`src/rtl/spr_pkg.sv`:
```
// Shared types and constants of the Simpson panel refiner.
// No dependencies; used by every other file of the block except spr_if.
package spr_pkg;

  localparam int DataW = 32;
  localparam int ErrW  = 31;
  localparam int IdxW  = 13;
  localparam int CntW  = 12;

  localparam int MaxPoints = 4096;

  localparam logic [ErrW-1:0] TolReset = ErrW'(66);
  localparam logic [ErrW-1:0] ErrSat   = {ErrW{1'b1}};

  localparam int QueueDepth = 2;

  typedef enum logic {
    JOB_FLUSH,
    JOB_PANEL
  } job_kind_e;

  typedef struct packed {
    logic signed [DataW-1:0] sample_energy;
    logic signed [DataW-1:0] sample_cond;
    logic                    is_last;
  } sample_t;

  // one unit of work for the back end: buffered points plus the closing sample
  typedef struct packed {
    job_kind_e              kind;
    logic [2:0]             n_old;
    logic                   status;
    logic                   last;
    logic [3:0][DataW-1:0]  win_e;
    logic [3:0][DataW-1:0]  win_c;
    logic [DataW-1:0]       sample_energy;
    logic [DataW-1:0]       sample_cond;
  } job_t;

  typedef struct packed {
    job_t                   job;
    logic [ErrW-1:0]        tol;
    logic [3:0][DataW-1:0]  mid;
  } eval_t;

  typedef struct packed {
    logic signed [DataW-1:0] out_energy;
    logic signed [DataW-1:0] out_cond;
    logic                    is_inserted;
    logic [IdxW-1:0]         new_index;
    logic                    last_result;
    logic [ErrW-1:0]         max_error;
    logic [CntW-1:0]         inserted_count;
    logic                    status;
  } result_t;

endpackage

```
`src/rtl/spr_queue.sv`:
```
// Short job queue between front end and error pipeline.
// Depends on spr_pkg.
module spr_queue (
  input  logic          clk_i,
  input  logic          rst_ni,
  input  logic          push_valid_i,
  output logic          push_ready_o,
  input  spr_pkg::job_t push_data_i,
  output logic          pop_valid_o,
  input  logic          pop_ready_i,
  output spr_pkg::job_t pop_data_o
);

  localparam int PtrW = (spr_pkg::QueueDepth > 1) ? $clog2(spr_pkg::QueueDepth) : 1;
  localparam int CntW = $clog2(spr_pkg::QueueDepth + 1);
  localparam logic [PtrW-1:0] PtrLast = PtrW'(spr_pkg::QueueDepth - 1);
  localparam logic [CntW-1:0] CntFull = CntW'(spr_pkg::QueueDepth);

  spr_pkg::job_t   mem_q [spr_pkg::QueueDepth];
  logic [PtrW-1:0] wr_ptr_q, rd_ptr_q;
  logic [CntW-1:0] cnt_q;
  logic            push, pop;

  assign push_ready_o = (cnt_q != CntFull);
  assign pop_valid_o  = (cnt_q != '0);
  assign pop_data_o   = mem_q[rd_ptr_q];
  assign push         = push_valid_i && push_ready_o;
  assign pop          = pop_valid_o && pop_ready_i;

  always_ff @(posedge clk_i or negedge rst_ni) begin
    if (!rst_ni) begin
      wr_ptr_q <= '0;
      rd_ptr_q <= '0;
      cnt_q    <= '0;
    end else begin
      if (push) begin
        wr_ptr_q <= (wr_ptr_q == PtrLast) ? '0 : wr_ptr_q + PtrW'(1);
      end
      if (pop) begin
        rd_ptr_q <= (rd_ptr_q == PtrLast) ? '0 : rd_ptr_q + PtrW'(1);
      end
      if (push && !pop) begin
        cnt_q <= cnt_q + CntW'(1);
      end else if (pop && !push) begin
        cnt_q <= cnt_q - CntW'(1);
      end
    end
  end

  always_ff @(posedge clk_i) begin
    if (push) begin
      mem_q[wr_ptr_q] <= push_data_i;
    end
  end

endmodule

```
`config.mk`:
```
export PLATFORM = sky130hd
export DESIGN_NAME = spr_queue
export DESIGN_NICKNAME = d
export VERILOG_FILES = /design/src/rtl/spr_pkg.sv /design/src/rtl/spr_queue.sv
export SDC_FILE = /design/constraint.sdc
export NUM_CORES = 1
export LEC_CHECK = 0
export CORE_AREA = 2 2 257 259
export CTS_CLUSTER_DIAMETER = 40
export DETAILED_ROUTE_END_ITERATION = 10
export DIE_AREA = 0 0 259 261
export DONT_BUFFER_PORTS = 1
export SYNTH_ARGS = -nofsm -noshare
export SYNTH_HDL_FRONTEND = slang
export SYNTH_SLANG_ARGS = --single-unit
```
`constraint.sdc`:
```
create_clock -name clk_i -period 19.42 [get_ports clk_i]
set_input_delay 1.942 -clock clk_i [delete_from_list [all_inputs] [get_ports clk_i]]
set_output_delay 1.942 -clock clk_i [all_outputs]
set_load 0.005 [all_outputs]
```
After elaboration in Yosys (flattened, before gate mapping) --
Memory sizes are Yosys's and may differ from the RTL's. Index checks and enable logic that the tools add are counted.
Storage, ports and cells: memory bits (writable) 652, flip-flop bits (word level) 4, memories kept 1, logic and storage cells 23, input port bits 330, output and inout port bits 328
Memories:
- mem_q | words 2, width 326, rd ports 1, clocked after Yosys merged registers in 0, write ports 1, line spr_queue.sv:19 | spr_pkg::job_t mem_q [spr_pkg::QueueDepth];
Cells by class: muxes and demuxes 6, equal/unequal tests 1, reduce and logical (&&, ||, !) cells 8, $add $sub $neg 4
Operators by type and width (number):
- logical AND 1 bit | 4
- 2-to-1 mux 1 bit | 4
- 2-to-1 mux 2 bit | 2
- nonzero test 2 bit | 2
- adder 1 bit (second input constant) | 2
- adder 2 x 1 -> 2 bit (second input constant) | 1
- logical NOT 1 bit | 2
- != test 2 bit (second input constant) | 1
- subtractor 2 x 1 -> 2 bit (second input constant) | 1

Logic depth before layout (Yosys ltp) --
word-level depth 6, mapped depth 7, mapped depth without buffers 7

Worst setup path before layout --
Ideal clock, no wire load.
kind input -> register, from input push_valid_i, to memory mem_q[0][0] in the netlist's numbering (enable), library setup time 1020 ps, buffers on the path 0, data required time 18400 ps, stages on the path 2, arrival time 15526 ps, path slack 2875 ps, cell sequence nand2_1 nor2_1
Between the ends: cells in the longest elaborated chain, start to end 3
Ends and longest elaborated chain:
- from (decl) | line spr_queue.sv:6 | input logic push_valid_i,
- logical AND 1 bit | line spr_queue.sv:27 | assign push = push_valid_i && push_ready_o;
- 2-to-1 mux 1 bit | line spr_queue.sv:51 | if (push) begin
- 2-to-1 mux 1 bit (implied by the code) | line spr_queue.sv:52 | mem_q[wr_ptr_q] <= push_data_i;
- to (decl) | line spr_queue.sv:19
Every way passes these cells.

==> summary.md <==
| Metric | Value |
|---|---|
| Status | complete, no violations |
| CTS Hold Bufs | 0 |
| Critical path class | reg2out |
| Total track usage | 13.9% |
| Worst vdd rail ir drop | 90.8 uV |
| Crit path max fanout | 76 |
| Async SR Flop Fraction | 0.610% |
| Top post-synthesis cells by area | edfxtp_1, mux2_2, mux2_4 |
| Net count after synthesis | 1363 |
| Total number of vias | 9906 |
| CTS H-tree depth | 3 |
| DRC errors left | 0 |
| Layout cells sized above 1 | 41.3% |
| Starting Density | 36.6% |
| Clock Latency Late Sink | 0.61 ns |
| DRT antenna net count | 0 |
| Gp weighted congestion | 0.815 |
| Synth cell count leaders | edfxtp_1, mux2_2, mux2_4, buf_4, buf_2 |
| Power Dens Cells | 162 nW/um^2 |
| Skew final | 0.0149 ns |
| Port Buffer Count | 0 |
| Final instance area | 27500 um^2 |
| Clock network fraction of design power | 34.0% |
| Vias per cell | 4.89 |
| Area leader, netlist | edfxtp_1 |
| DP HPWL | 34200 um |
| Area growth, synth to finish | 15.7% |
| CP startpoint kind | register |
| Sequential power share | 45.7% |
| Period minus WS final | 5.81 ns |
| Core box area | 65000 um^2 |
| Most frequent cell after synthesis | edfxtp_1 |
| LEAKAGE | 8.97 nW |
| Final Setup Violations | 0 |
| #FFs+latches synth | 656 |
| Share of the yosys chip area belonging to registers | 82.6% |
| TritonRoute pass-1 iters | 4 |
| Clk sinks | 656 |
| Slew Limit Fails | 0 |
| Vias in the first global route | 10400 |
| Final hold violation count | 0 |
| Worst path required time | 17.48 ns |
| Post-synth cell types | 16 |
| Total of max-cap violations | 0 |
| Largest net degree at the start of global routing | 173 |
| Fill count | 5558 |
| RSZ-0062 raised after global routing | no |
| Arrival @ worst endpoint | 3.86 ns |
| Aggregate routed wire length | 50300 um |
| Grt total ovfl | 0 |
| Cell Int Power | 3.22 mW |
| Diode count | 0 |
| Post-CTS Setup Bufs | 0 |
| Maximum buffer depth of the clock tree | 3 |
| Period utilization | 29.9% |
| Initial antenna violation count | 3 |
| Number of synthesized flops with an enable pin | 652 |
| Comb power frac | 20.3% |
| Net switching power | 1.23 mW |
| Setup tns final | 0 ns |
| First-pass GRT wire length | 68200 um |
| Syn Area/Cell | 23.1 um^2 |
| Die Span Y | 261 um |
| Clk slew on worst S/H paths | 0.05 ns |
| Fmax achieved | 172 MHz |
| CTS-repair resized insts | 0 |
| Warnings from Yosys | 0 |
| Wire per inst | 24.8 um |
| Predominant post-synthesis flop cell | edfxtp_1 |
| Mapped Cells | 1032 |
| TritonCTS Buffers | 85 |
| Worst-Margin Slew | 1.37 ns |
| Top-area cell type share of the netlist area | 82.2% |
| Critical Path End Type | output port |
| Io pins | 658 |
| Hold Crit Class | reg2reg |
| Die Area | 67600 um^2 |
| # rows | 94 |
| Slew Limit Headroom | 8.44% |
| DR iter-0 viols | 753 |
| Post-DP Area | 24800 um^2 |
| Clock root buffer master | clkbuf_16 |
| Post-Syn Area | 23800 um^2 |
| Switch share | 27.6% |
| Final net count | 1424 |
| Chip width | 259 um |
| CTS tree | done |
## power groups by stage
stage | Clock, mW | Sequential, mW | Combinational [mW]
after floorplan | 0 | 2.17 | 0.733
after detailed placement | 0 | 2.07 | 0.930
final | 1.51 | 2.03 | 0.905
after global placement | 0 | 2.05 | 0.924
after CTS | 1.55 | 2.04 | 0.934
after global routing | 1.60 | 2.06 | 0.970
## critical path: stages, from the launching register on
cell and delay (ns):
dfrtp_4 0.89, buf_4 0.78, buf_4 0.92, mux2_2 0.45
## layout make-up
type                       instances  area, um^2  share of cell area [%]
timing repair buffer              10         100                   0.363
clock inverter                    59         603                    2.19
multi-input combinational        339        3890                    14.1
tap                              864        1080                    3.92
clock buffer                      96        2190                    7.95
sequential                       656       19700                    71.5
inverter                           1        3.75                  0.0136
## sequential cells by signal (all words and copies together) (netlist names)
signal	count
mem_q	652
cnt_q	2
rd_ptr_q	1
wr_ptr_q	1
## final timing paths
path | start | to | slack, ns | cells after the start
max | rd_ptr_q | pop_data_o[215] | 13.61 | 3
min | cnt_q[1] | cnt_q[1] | 0.50 | 1
max reg2reg | cnt_q[0] | mem_q[1][148] | 16.15 | 4
min reg2reg | cnt_q[1] | cnt_q[1] | 0.50 | 1
max in group asynchronous | rst_ni | rd_ptr_q | 18.32 | 0
min in group asynchronous | rst_ni | cnt_q[0] | 1.02 | 0
## per-stage QoR
step | worst slack [ns] | util (%) | hold slack, ns | cells | power [mW]
2_1_floorplan | 2.87 | - | 0.456 | 1032 | 2.90
3_5_place_dp | 14.16 | 38.1 | 0.487 | 1870 | 3.00
5_1_grt | 13.36 | 42.4 | 0.530 | 2025 | 4.63
4_1_cts | 13.48 | 42.4 | 0.494 | 2025 | 4.52
6_report | 13.61 | 42.4 | 0.496 | 2025 | 4.45
3_3_place_gp | 14.25 | 38.1 | 0.471 | 1870 | 2.98
## cells by family (layout without fill, tap and decap cells)
group / count (synthesis) / after routing / share of synthesized area (%)
multiplexers: 326 / 326 / 15.9
adder cells (fa/ha/maj): 1 / 1 / 0.0525
flip-flops: 656 / 656 / 82.6
AND/OR/NAND/NOR: 7 / 7 / 0.142
XOR/XNOR: 5 / 5 / 0.184
buffers and inverters: 37 / 166 / 1.09
## cell usage in the layout, fill, tap and decap left out
cell type,netlist,layout
buf_12,0,2
inv_1,1,1
mux2_2,296,296
inv_6,0,11
clkinv_4,0,6
clkbuf_1,0,10
clkbuf_16,0,86
clkinv_8,0,1
nor2_4,0,1
dfrtp_1,4,3
nand2b_1,1,1
inv_16,0,3
bufinv_16,0,6
inv_8,0,4
clkinv_1,0,6
or2_2,1,1
xnor2_1,3,3
and3_4,0,1
nor2_1,2,1
xor2_1,2,2
edfxtp_1,652,652
nand2_1,2,2
mux2_4,30,30
clkinvlp_4,0,8
clkinv_2,0,14
dfrtp_4,0,1
buf_4,20,8
ha_1,1,1
## per-layer routing
metal	routed length, um	global-route usage (%)	vias to the layer above
li1	-	-	4278
met1	15800	12.9	5038
met2	26600	25.0	472
met3	5850	7.08	114
met4	1920	7.13	4
met5	21	0	-
Note: power is estimated with default switching activity, not from simulation.
