### config.mk
export PLATFORM = sky130hd
export DESIGN_NAME = spr_front
export DESIGN_NICKNAME = d
export VERILOG_FILES = /design/src/rtl/spr_pkg.sv /design/src/rtl/spr_front.sv
export SDC_FILE = /design/constraint.sdc
export NUM_CORES = 1
export LEC_CHECK = 0
export BUFFER_PORTS_ARGS = -buffer_cell sky130_fd_sc_hd__buf_2
export CORE_AREA = 2 2 152 154
export CTS_BUF_LIST = sky130_fd_sc_hd__clkbuf_16
export DETAILED_ROUTE_END_ITERATION = 12
export DIE_AREA = 0 0 154 156
export GPL_TIMING_DRIVEN = 0
export HOLD_SLACK_MARGIN = 0.08
export PLACE_DENSITY = 0.77
export SYNTH_ARGS = -nofsm -noshare
export SYNTH_HDL_FRONTEND = slang
export SYNTH_SLANG_ARGS = --single-unit
### constraint.sdc
create_clock -name clk_i -period 7.99 [get_ports clk_i]
set_input_delay 1.598 -clock clk_i [delete_from_list [all_inputs] [get_ports clk_i]]
set_output_delay 1.598 -clock clk_i [all_outputs]
set_load 0.005 [all_outputs]
### src/rtl/spr_pkg.sv
// Shared types and constants of the Simpson panel refiner.
// No dependencies; used by every other file of the block except spr_if.
package spr_pkg;

  localparam int DataW = 32;
  localparam int ErrW  = 31;
  localparam int IdxW  = 13;
  localparam int CntW  = 12;

  localparam int MaxPoints = 4096;

  localparam logic [ErrW-1:0] TolReset = ErrW'(66);
  localparam logic [ErrW-1:0] ErrSat   = {ErrW{1'b1}};

  localparam int QueueDepth = 2;

  typedef enum logic {
    JOB_FLUSH,
    JOB_PANEL
  } job_kind_e;

  typedef struct packed {
    logic signed [DataW-1:0] sample_energy;
    logic signed [DataW-1:0] sample_cond;
    logic                    is_last;
  } sample_t;

  // one unit of work for the back end: buffered points plus the closing sample
  typedef struct packed {
    job_kind_e              kind;
    logic [2:0]             n_old;
    logic                   status;
    logic                   last;
    logic [3:0][DataW-1:0]  win_e;
    logic [3:0][DataW-1:0]  win_c;
    logic [DataW-1:0]       sample_energy;
    logic [DataW-1:0]       sample_cond;
  } job_t;

  typedef struct packed {
    job_t                   job;
    logic [ErrW-1:0]        tol;
    logic [3:0][DataW-1:0]  mid;
  } eval_t;

  typedef struct packed {
    logic signed [DataW-1:0] out_energy;
    logic signed [DataW-1:0] out_cond;
    logic                    is_inserted;
    logic [IdxW-1:0]         new_index;
    logic                    last_result;
    logic [ErrW-1:0]         max_error;
    logic [CntW-1:0]         inserted_count;
    logic                    status;
  } result_t;

endpackage

### src/rtl/spr_front.sv
// Front end: buffers samples into five-point panels and issues jobs.
// Depends on spr_pkg.
module spr_front (
  input  logic             clk_i,
  input  logic             rst_ni,
  input  logic             in_valid_i,
  output logic             in_ready_o,
  input  spr_pkg::sample_t in_data_i,
  output logic             job_valid_o,
  input  logic             job_ready_i,
  output spr_pkg::job_t    job_o
);

  localparam logic [1:0] PhaseFull = 2'd3;

  logic [1:0] phase_q, phase_d;
  logic       first_q, first_d;
  logic [3:0][spr_pkg::DataW-1:0] win_e_q, win_e_d, win_c_q, win_c_d;
  logic       accept;
  logic [1:0] wr_idx;

  assign in_ready_o = job_ready_i;

  always_comb begin
    accept   = in_valid_i && job_ready_i;
    wr_idx   = phase_q + 2'd1;
    phase_d  = phase_q;
    first_d  = first_q;
    win_e_d  = win_e_q;
    win_c_d  = win_c_q;
    job_valid_o         = 1'b0;
    job_o.kind          = spr_pkg::JOB_FLUSH;
    job_o.n_old         = 3'd0;
    job_o.status        = 1'b0;
    job_o.last          = in_data_i.is_last;
    job_o.win_e         = win_e_q;
    job_o.win_c         = win_c_q;
    job_o.sample_energy = in_data_i.sample_energy;
    job_o.sample_cond   = in_data_i.sample_cond;
    if (accept) begin
      if (!first_q) begin
        if (in_data_i.is_last) begin
          job_valid_o = 1'b1;
        end else begin
          win_e_d[0] = in_data_i.sample_energy;
          win_c_d[0] = in_data_i.sample_cond;
          phase_d    = 2'd0;
          first_d    = 1'b1;
        end
      end else if (phase_q != PhaseFull) begin
        if (in_data_i.is_last) begin
          // short stream tail: flush what is buffered
          job_valid_o  = 1'b1;
          job_o.n_old  = {1'b0, phase_q} + 3'd1;
          job_o.status = 1'b1;
          first_d      = 1'b0;
          phase_d      = 2'd0;
        end else begin
          win_e_d[wr_idx] = in_data_i.sample_energy;
          win_c_d[wr_idx] = in_data_i.sample_cond;
          phase_d         = wr_idx;
        end
      end else begin
        job_valid_o = 1'b1;
        job_o.kind  = spr_pkg::JOB_PANEL;
        job_o.n_old = 3'd4;
        phase_d     = 2'd0;
        if (in_data_i.is_last) begin
          first_d = 1'b0;
        end else begin
          win_e_d[0] = in_data_i.sample_energy;
          win_c_d[0] = in_data_i.sample_cond;
        end
      end
    end
  end

  always_ff @(posedge clk_i or negedge rst_ni) begin
    if (!rst_ni) begin
      phase_q <= 2'd0;
      first_q <= 1'b0;
    end else begin
      phase_q <= phase_d;
      first_q <= first_d;
    end
  end

  always_ff @(posedge clk_i) begin
    win_e_q <= win_e_d;
    win_c_q <= win_c_d;
  end

endmodule

-- Word-level counts from Yosys, hierarchy flattened
Index checks and enable logic that the tools add are counted.
Widths: inputs -> output; s select.
- input bits: 69
- flip-flop bits (word level): 259
- logic and storage cells: 50
- output and inout bits: 328
- bitwise gates (word level): 1
- magnitude comparators: 2
- mux-type cells: 27
- add/subtract/negate cells: 2
- reduce and logical (&&, ||, !) cells: 5
- equal/unequal tests: 3
- operator list (operator ; number):
    $mux 32 ; 9
    $bwmux 128 ; 2
    $demux 32 s2 ; 1
    $mux 5 ; 2
    $mux 2 ; 4
    $mux 1 ; 7
    $mux 4 ; 1
    $reduce_and 2->1 ; 2
    $reduce_and 4->1 ; 1
    $add 2x1->3 const B ; 1
    $lt 2x3->1 const B ; 1
    $mux 3 ; 1
    $ne 3x3->1 const B ; 1
    $add 2x1->2 const B ; 1
    $ge 2x1->1 const B ; 1
    $logic_and 1x1->1 ; 2
    $ne 2x1->1 const B ; 1
    $ne 2x2->1 const B ; 1
    $not 1->1 ; 1

-- Logic depth before layout (Yosys ltp)
Gate-level depths: netlist of run 1.
- word-level depth: 9
- mapped depth: 6
- gate-level depth less buffers: 4

-- Worst setup path before layout of run 1
OpenSTA, ideal clock, no wires.
- path type: input-to-reg
- start: in in_data_i[0] in the netlist's numbering
- end: reg win_e_q (netlist bit job_o[192]), enable pin
- path slack: 2488 ps
- stages: 2
- arrival: 4978 ps
- required time: 7466 ps
- buffers on the path: 0
- setup time: 524 ps
- path through: nand2b_1 -> a31oi_1
- longest elaborated chain between the ends: 2
- RTL lines (element ; RTL line ; text):
    start, declared ; spr_front.sv:8 ; input spr_pkg::sample_t in_data_i,
    $ne 3x3->1 (no source line) ; -- ;
    $reduce_and 2->1 (no source line) ; -- ;
    end signal, assigned ; spr_front.sv:89 ; win_e_q <= win_e_d;
    end, declared ; spr_front.sv:18 ; logic [3:0][spr_pkg::DataW-1:0] win_e_q, win_e_d, win_c_q, win_c_d;
No other way between the ends.
A chain may end at the register's enable or synchronous reset.

==> metrics.md, run 1 <==
| Metric | Value |
|---|---|
| CTS max path bufs | `3` |
| Commonest non-fill, non-tap cell in the layout | `buf_2` |
| MaxCap Viol Count | `0` |
| Initial antenna violation count | `0` |
| Worst setup margin | `4020 ps` |
| First-pass GRT wire length | `32,900 um` |
| Final nets | `941` |
| Gr ovfl total | `0` |
| Starting DRT DRC Count | `403` |
| Starting Density | `41.2%` |
| Status | `finished, final reports clean` |
| P_leak | `5.16 nW` |
| F_max | `252 MHz` |
| CP Capture Type | `primary output` |
| Final cell count without fillers | `1,173` |
| CTS tree | `yes` |
| RSZ-0062 raised after global routing | `no` |
| Max-slew violation count | `0` |
| Seq/Total Area, Yosys | `84.3%` |
| Finish-stage setup viols | `0` |
| Vias in the first global route | `5,520` |
| P per Cell Area | `241 mW/mm^2` |
| Post-DP HPWL | `15,800 um` |
| Register area | `0.00776 mm^2` |
| Critical Path RT | `6390 ps` |
| Final min period | `3970 ps` |
| Crit path max fanout | `4` |
| DRC viols | `0` |
| Placed Cells | `1,124` |
| Core Area | `0.0224 mm^2` |
| Clock-pin slew on the worst setup and hold paths | `60 ps` |
| Port Buffer Count | `396` |
| Peak VDD IR | `151 uV` |
| Crit path launch type | `input port` |
| Syn nets | `512` |
| Setup TNS | `0 ps` |
| Total number of vias | `5,643` |
| Arrival @ worst endpoint | `2370 ps` |
| Fraction of layout cells with a size suffix above 1 | `58.6%` |
| Clock sinks | `259` |
| Full die area | `0.0240 mm^2` |
| Setup Buffers After CTS | `0` |
| Fin crit share | `49.7%` |
| Synth Area per Inst | `21.0 um^2` |
| Clock Skews | `10.2 ps` |
| Power Total | `3.02 mW` |
| Total I/O pin count | `397` |
| TritonCTS Buffers | `26` |
| Drt via density | `4.81` |
| Rel. slew slack | `52.7%` |
| Hold_buf cts | `0` |
| Root Buffer | `clkbuf_16` |
| Footprint of the multi-input gates | `820 um^2` |
| Clock Latency Late Sink | `510 ps` |
| Largest net degree at the start of global routing | `38` |
| Slowest CP cell | `nor3b_1` |
| Total track usage | `17.7%` |
| H-tree depth | `1` |
| Unique cell type count in the Yosys netlist | `21` |
| Max stage delay on crit path | `280 ps` |
| Std cell rows | `55` |
| Count of TritonRoute iterations in the first routing pass | `4` |
| Worst-Margin Slew | `695 ps` |
| Die Height | `156 um` |
| Die Wd | `154 um` |
| Fill cells | `1,752` |
| Mapped Area | `0.00921 mm^2` |
| Post-CTS Resized | `0` |
| Fin. Hold Viols | `0` |
| Worst-path cell chain | `buf_2 > nand3_1 > nor3b_1 > and2_1 > buf_2` |
| WL final | `22,600 um` |
| Pre-CTS setup slack | `4020 ps` |
| Ys Warns | `0` |
| Most frequent cells in the layout | `396 x buf_2, 256 x edfxtp_1, 66 x buf_4, 64 x a22o_1, 27 x clkbuf_16` |
| Top cell by count, worst path | `buf_2` |
| Antenna Violating Nets Remaining | `0` |
| Worst min-delay path class | `reg -> reg` |
| Setup Crit Path Kind | `in -> out` |
| Final Util | `55.9%` |
| Routed length per instance | `19.2 um` |
| Synth Register Bits | `259` |
| Routability cong. | `0.797` |
| Cells after Synth | `438` |
| Synthesis-to-layout area growth | `35.8%` |
==> where the power goes <==
group	internal (mW)	switching, mW	leakage [nW]
registers	1.56	0.0217	2.37
logic	0.131	0.151	2.37
clock network	0.672	0.484	0.414
==> cell usage after synthesis <==
cell / instances / area (um^2)
edfxtp_1: 256 / 7690
buf_4: 66 / 495
a22o_1: 64 / 561
buf_6: 13 / 146
ha_1: 5 / 62.6
nor2_1: 5 / 18.8
and3_1: 4 / 25.0
and2_1: 3 / 18.8
dfrtp_1: 3 / 75.1
inv_1: 3 / 11.3
nand2_1: 3 / 11.3
a21oi_1: 2 / 10.0
nand3_1: 2 / 10.0
o21ai_0: 2 / 10.0
a31oi_1: 1 / 6.26
mux2i_4: 1 / 22.5
nand2b_1: 1 / 6.26
nand2b_2: 1 / 8.76
nor2b_1: 1 / 6.26
nor3_1: 1 / 5.00
nor3b_1: 1 / 7.51
==> cells by family (layout without fill, tap and decap cells) <==
| family | count (synthesis) | after routing | share of synthesized area [%] |
|---|---|---|---|
| flops | 259 | 259 | 84.3 |
| compound gates | 69 | 69 | 6.37 |
| buf+inv | 82 | 531 | 7.10 |
| fa+ha+maj | 5 | 5 | 0.680 |
| simple gates | 22 | 22 | 1.28 |
| mux | 1 | 1 | 0.245 |
| other cells | 0 | 1 | 0 |
==> sequential cells by signal, indices dropped and copies added, names as in the netlist <==
name     cells
first_q      1
job_o      256
phase_q      2
==> per-stage QoR <==
step                      instance area (um^2)  hold slack (ps)
after global placement                   11500              559
after CTS                                12500              579
after global routing                     12500              586
after floorplan                           9210              543
final                                    12500              572
after detailed placement                 11700              560
==> cell type report <==
class,count,share of cell area [%]
Antenna cell,1,0.0200
Buffer,79,5.14
Clock buffer,27,5.41
Clock inverter,21,1.16
Inverter,3,0.0901
Multi-Input combinational cell,97,6.56
Sequential cell,259,62.1
Tap cell,285,2.85
Timing Repair Buffer,401,16.7
==> layer usage <==
layer	up-vias	wire, um	GRT usage [%]	part of all wire (%)
met2	285	11700	31.2	52
met5	-	0	0	0
met4	0	422	5.47	1.9
met3	42	1670	3.72	7.4
met1	2775	8810	22.1	39
li1	2541	-	-	-
==> critical path: cells and delay by family <==
| kind | cells | cell delay [ps] |
|---|---|---|
| buffers and inverters | 2 | 210 |
| AND/OR/NAND/NOR | 3 | 560 |
==> path summary, 6_finish.rpt <==
check	start	end	slack [ps]	cells past startpoint
min	job_o[75]	job_o[75]	570	1
max in group asynchronous	rst_ni	phase_q[1]	7020	1
min reg2reg	job_o[75]	job_o[75]	570	1
min in group asynchronous	rst_ni	phase_q[0]	860	1
max reg2reg	phase_q[0]	job_o[238]	5740	4
max	job_ready_i	job_o[323]	4020	5
Power figures use the tool's default switching activity.
==> inputs of run 2 (changes only) <==
==> constraint.sdc (replaced) <==
create_clock -name clk_i -period 3.91 [get_ports clk_i]
set_input_delay 0.782 -clock clk_i [delete_from_list [all_inputs] [get_ports clk_i]]
set_output_delay 0.782 -clock clk_i [all_outputs]
set_load 0.005 [all_outputs]
==> metrics.md, run 2 (synthesized netlist as in run 1, its figures left out) <==
| Metric | Value |
|---|---|
| Status | `finished, final reports clean` |
| # diodes | `0` |
| Starting Density | `41.2%` |
| P per Cell Area | `492 mW/mm^2` |
| Arrival @ worst endpoint | `1850 ps` |
| Antenna Violating Nets Remaining | `0` |
| Pre-CTS setup slack | `1430 ps` |
| Fraction of layout cells with a size suffix above 1 | `58.7%` |
| Routed length per instance | `19.4 um` |
| Switching Share | `22.1%` |
| Final nets | `942` |
| R2r setup slk | `1700 ps` |
| Pint | `4.79 mW` |
| RSZ-0062 raised after global routing | `no` |
| Hold Path Sink | `job_o[164]` |
| Crit path launch type | `flop` |
| Rel. slew slack | `50.6%` |
| Hold Crit Start | `in_data_i[5]` |
| Routability cong. | `0.765` |
| Setup TNS | `0 ps` |
| H-tree depth | `1` |
| Busiest grt layer | `met2` |
| TritonCTS Buffers | `26` |
| Placed cell areas | `0.0117 mm^2` |
| Final non-filler cell area | `0.0125 mm^2` |
| Port Buffer Count | `396` |
| CTS max path bufs | `3` |
| Full die area | `0.0240 mm^2` |
| Synthesis-to-layout area growth | `35.7%` |
| Worst-Margin Slew | `725 ps` |
| Die Height | `156 um` |
| Drt via density | `4.79` |
| Gr ovfl total | `0` |
| CTS tree | `yes` |
| Fin crit share | `67.2%` |
| Std cell rows | `55` |
| CP Capture Type | `primary output` |
| Clock Skews | `21.2 ps` |
| Die Wd | `154 um` |
| Root Buffer | `clkbuf_16` |
| Total track usage | `18.0%` |
| Setup Crit Path Kind | `reg -> out` |
| F_max | `380 MHz` |
| Grt met2 use | `31.5%` |
| Crit path max fanout | `5` |
| Most frequent cells in the layout | `396 x buf_2, 256 x edfxtp_1, 66 x buf_4, 64 x a22o_1, 26 x clkbuf_16` |
| Final Util | `55.8%` |
| Worst min-delay path class | `in -> reg` |
| Worst R2R Start | `phase_q[0]` |
| NetSw | `1.36 mW` |
| DRC viols | `0` |
| Setup Buffers After CTS | `0` |
| Vias in the first global route | `5,617` |
| Finish-stage setup viols | `0` |
| Largest net degree at the start of global routing | `36` |
| Hold Path Depth | `1` |
| Clock sinks | `259` |
| Fin. Hold Viols | `0` |
| Critical Path RT | `3130 ps` |
| Starting DRT DRC Count | `343` |
| Peak VDD IR | `275 uV` |
| Cells on worst reg2reg path | `4` |
| Logic pwr share | `9.4%` |
| Clock-pin slew on the worst setup and hold paths | `70 ps` |
| Count of TritonRoute iterations in the first routing pass | `4` |
| GRT met1 Usage | `22.4%` |
| Initial antenna violation count | `0` |
| WL final | `22,800 um` |
| Worst setup margin | `1280 ps` |
| Clk network pwr share | `38.1%` |
| Final min period | `2630 ps` |
| Total number of vias | `5,608` |
| Post-CTS Resized | `0` |
| Sequential power share | `52.5%` |
| First-pass GRT wire length | `33,300 um` |
| MaxCap Viol Count | `0` |
| Clock Latency Late Sink | `530 ps` |
| Commonest non-fill, non-tap cell in the layout | `buf_2` |
| Max reg flops | `256` |
| P_leak | `5.17 nW` |
| Core Area | `0.0224 mm^2` |
| Total I/O pin count | `397` |
| Post-DP HPWL | `15,700 um` |
| Global routing usage on met3 | `3.92%` |
| Max-slew violation count | `0` |
| Reg2reg end | `job_o[152]` |
[run 2: metal layers]
layer	vias to the layer above	share of wire, %
li1	2530	-
met1	2734	39
met4	0	3.2
met2	291	51
met3	53	7.0
met5	-	0
[run 2: layout make-up]
| cell class | instances | area (um^2) |
|---|---|---|
| Multi-Input combinational cell | 97 | 820 |
| Clock buffer | 26 | 651 |
| Inverter | 3 | 11.3 |
| Fill cell | 1730 | 9880 |
| Buffer | 79 | 642 |
| Tap cell | 285 | 357 |
| Clock inverter | 20 | 153 |
| Timing Repair Buffer | 402 | 2090 |
| Sequential cell | 259 | 7760 |
[run 2: metrics by stage]
stage               hold WS, ps  std cells  power (mW)
floorplan                   486        438        3.57
global placement            560       1119        3.83
detailed placement          560       1124        3.86
CTS                         461       1171        6.20
global route                465       1171        6.36
finish                      490       1171        6.14
[run 2: worst max path at each step]
stage	start	to	slack, ps
after floorplan	in_data_i[0]	job_o[192]	550
after global placement	in_data_i[0]	job_o[195]	-620
after detailed placement	in_data_i[0]	job_o[290]	1430
after CTS	first_q	job_o[322]	1260
after global routing	first_q	job_o[323]	1110
final	phase_q[0]	job_o[322]	1280
[run 2: worst max-delay path, cell delays in order (launching register included)]
cell and delay [ps]:
dfrtp_1 430, ha_1 290, nor3b_1 320, and2_1 190, buf_2 110
[run 2: timing repair]
action                                 4_1_cts  5_1_grt
endpoints found under the hold margin        3        0
setup endpoints to repair                    0        0
hold buffers                                 1        0
[run 2: power by group through the flow]
stage | logic, mW | clock network (mW) | registers, mW
final | 0.577 | 2.34 | 3.22
after global routing | 0.627 | 2.50 | 3.23
after CTS | 0.585 | 2.39 | 3.22
after detailed placement | 0.582 | 0 | 3.28
after global placement | 0.545 | 0 | 3.29
after floorplan | 0.280 | 0 | 3.29
